<file path="src/sv/bxt_ram.sv">
// bxt_ram: generic single-port-write, single-read synchronous ram
// registered read; no dependencies
`timescale 1ns / 1ps
module bxt_ram #(
  parameter int unsigned WIDTH = 8,
  parameter int unsigned DEPTH = 16
) (
  input  logic                     clk,
  input  logic                     we,
  input  logic [$clog2(DEPTH)-1:0] waddr,
  input  logic [WIDTH-1:0]         wdata,
  input  logic [$clog2(DEPTH)-1:0] raddr,
  output logic [WIDTH-1:0]         rdata
);

  logic [WIDTH-1:0] mem [DEPTH];

  always_ff @(posedge clk) begin
    if (we) begin
      mem[waddr] <= wdata;
    end
    rdata <= mem[raddr];
  end

endmodule

</file>
<file path="config.mk">
export PLATFORM = sky130hd
export DESIGN_NAME = bxt_ram
export DESIGN_NICKNAME = d
export VERILOG_FILES = /design/src/sv/bxt_ram.sv
export SDC_FILE = /design/constraint.sdc
export NUM_CORES = 1
export LEC_CHECK = 0
export ABC_AREA = 1
export BUFFER_PORTS_ARGS = -buffer_cell sky130_fd_sc_hd__clkbuf_2
export CAP_MARGIN = 20
export CORE_ASPECT_RATIO = 2
export CORE_UTILIZATION = 55
export CTS_CLUSTER_DIAMETER = 80
export DETAILED_ROUTE_END_ITERATION = 8
export GPL_ROUTABILITY_DRIVEN = 0
export PLACE_DENSITY = 0.7
export SLEW_MARGIN = 5
export SYNTH_ARGS = -nofsm -noshare
export SYNTH_HDL_FRONTEND = slang
export SYNTH_SLANG_ARGS = --single-unit
</file>
<file path="constraint.sdc">
create_clock -name clk -period 1.6 [get_ports clk]
set_clock_uncertainty 0.15 [all_clocks]
set_input_delay 0.32 -clock clk [delete_from_list [all_inputs] [get_ports clk]]
set_output_delay 0.32 -clock clk [all_outputs]
set_load 0.03 [all_outputs]
</file>
==> results.cfg <==
[power]
ir_worst_vdd_mv = 0.972
power_density_nw_per_um2 = 1300
p_leak_uw = 0.00299

[clocking]
cts-root-buf = clkbuf_16
post-cts-setup-buffer-count = 0
path_clk_slew_ns = 0.06
cts_tree = yes
cts_buffer_depth = 2
htreeDepth = 4
clock-sinks = 136
ctsHoldBuffers = 0
numCtsBuffers = 17
clock_latency_ns = 0.41
post_cts_resized = 0

[drt]
vias = 3874
initialDrtViolationCount = 310
first_pass_iters = 5
remaining_drc_errors = 0
detail-route-antenna-nets = 0
via_per_inst = 5.19
wl_um = 13000
wire_per_inst_um = 17.4

[synth]
syn-cell-area_um2 = 5770
synth_fp_nets = 569
synth_cells = 551
synthTopCellsByArea = edfxtp_1 67%, nand2_1 11%, nand3_1 8.4%
ys_ff_latch = 136
avgSynthCellArea_um2 = 10.5
post-synth-top-area-fraction_pct = 66.7
yosysSeqAreaShare_pct = 69.4
synth_largest_area_cell = edfxtp_1
synth.distinct_cells = 12
synth_warnings = 0

[placed_design]
hpwl_um = 8330
pre_cts_ws_ns = -0.0561
portBuffers = 25
place_area_um2 = 6160

[worst_setup_path]
startpoint_type = flip-flop
cp_data_arrival_time_ns = 0.95
critPathRequiredTime_ns = 1.13
max_stage_delay_ns = 0.32
path_class = flip-flop to output port
crit_fanout = 1
slowest_stage = dfxtp_1
cp-startpoint = rdata[0]$_DFF_P_
critPathTopFamily = flip-flops
crit_chain = clkbuf_2
path_buf_inv = 1
endpoint_kind = output port
worstReg2RegStart = mem[5][4]$_DFFE_PP_

[final_layout]
layout-drive-gt1-share_pct = 13.6
synthToLayoutAreaGrowth_pct = 18.2
design_area_um2 = 6820
n_fill_cell = 789
most-common-layout-cells = 173 x nand2_1, 128 x edfxtp_1, 100 x inv_1
final_nets = 616
layout_commonest_cell = nand2_1
n_antenna_cell = 0

[timing]
rsz0062_at_grt = false
final-max-slew-violation-count = 0
timing.final.ws_setup_ns = 0.179
worst_slew_pin_slew_ns = 0.439
finalCritPeriodShare_pct = 88.8
slew_headroom_pct = 70.7
setup_viol = 0
period_needed_ns = 1.42
fmax_ghz = 0.704
hold_viol = 0

[floorplanning]
die_h_um = 147
ios = 26
core_um2 = 10100
floorplan.initialDensity_pct = 56.8
rows = 52
die-width_um = 74.4
dieArea_um2 = 10900

[grt]
grt_max_degree = 50
grt_pass1_vias = 3880
grt-ovfl-total = 0
grt_pass1_wl_um = 20400
track_usage_pct = 26.9
grt_antenna_before_repair = 0

[hold_path]
hold_path_class = input pin to flip-flop
min_from = raddr[3]

[run_status]
outcome = finished clean

[job]
maxCapViolations = 0
## cells by family after synthesis
| logic type | after synthesis | synth area share [%] |
|---|---|---|
| buf+inv | 126 | 9.52 |
| simple gates | 289 | 21.0 |
| flops | 136 | 69.4 |
## metal layers
metal | GRT usage (%) | share of wire (%)
met2 | 45.2 | 54
met4 | 15.5 | 5.1
met5 | 0 | 0
met1 | 31.0 | 37
met3 | 5.08 | 3.7
## power by group
group / switching (uW) / internal, uW
clock: 1410 / 2900
sequential: 22.9 / 3980
combinational: 395 / 165
## final cells by class
class / instances / area [um2] / share of cell area [%]
clock inverter: 14 / 229 / 3.36
multi-input combinational: 289 / 1210 / 17.8
clock buffer: 18 / 429 / 6.29
timing repair buffer: 52 / 390 / 5.73
sequential: 136 / 4000 / 58.7
tap: 135 / 169 / 2.48
inverter: 102 / 383 / 5.62
## synthesized netlist by cell type, drive strengths merged
cell type	n
nand3	97
edfxtp	128
nand3b	2
nand2	173
dfxtp	8
nor2	17
inv	102
buf	24
## path summary, 6_finish.rpt
path / endpoint / slack [ns] / cells past startpoint
worst max-delay path: rdata[0] / 0.18 / 1
worst min-delay path: rdata[1]$_DFF_P_ / 0.18 / 3
worst max register to register: rdata[4]$_DFF_P_ / 0.34 / 6
worst min register to register: rdata[6]$_DFF_P_ / 0.52 / 6
## sequential cells by signal, summed over array words and instances (netlist names)
signal / count
mem: 128
rdata: 8
## tightest hold or removal path, stage by stage
cell	delay, ns
clkbuf_2	0.20
nand3_1	0.13
nand2_1	0.04
## per-stage QoR
stage          total power [uW]  utilization [%]  setup TNS (ns)  cells  hold WS (ns)
6_report                   8890             67.2               0    746         0.178
3_5_place_dp               4640             60.7          -0.115    714         0.500
4_1_cts                    8930             67.2               0    746         0.158
5_1_grt                    9140             67.2               0    746         0.173
3_3_place_gp               4630             60.7         -0.0464    714         0.499
2_1_floorplan              4400                -               0    551         0.269
Power figures use the tool's default switching activity.
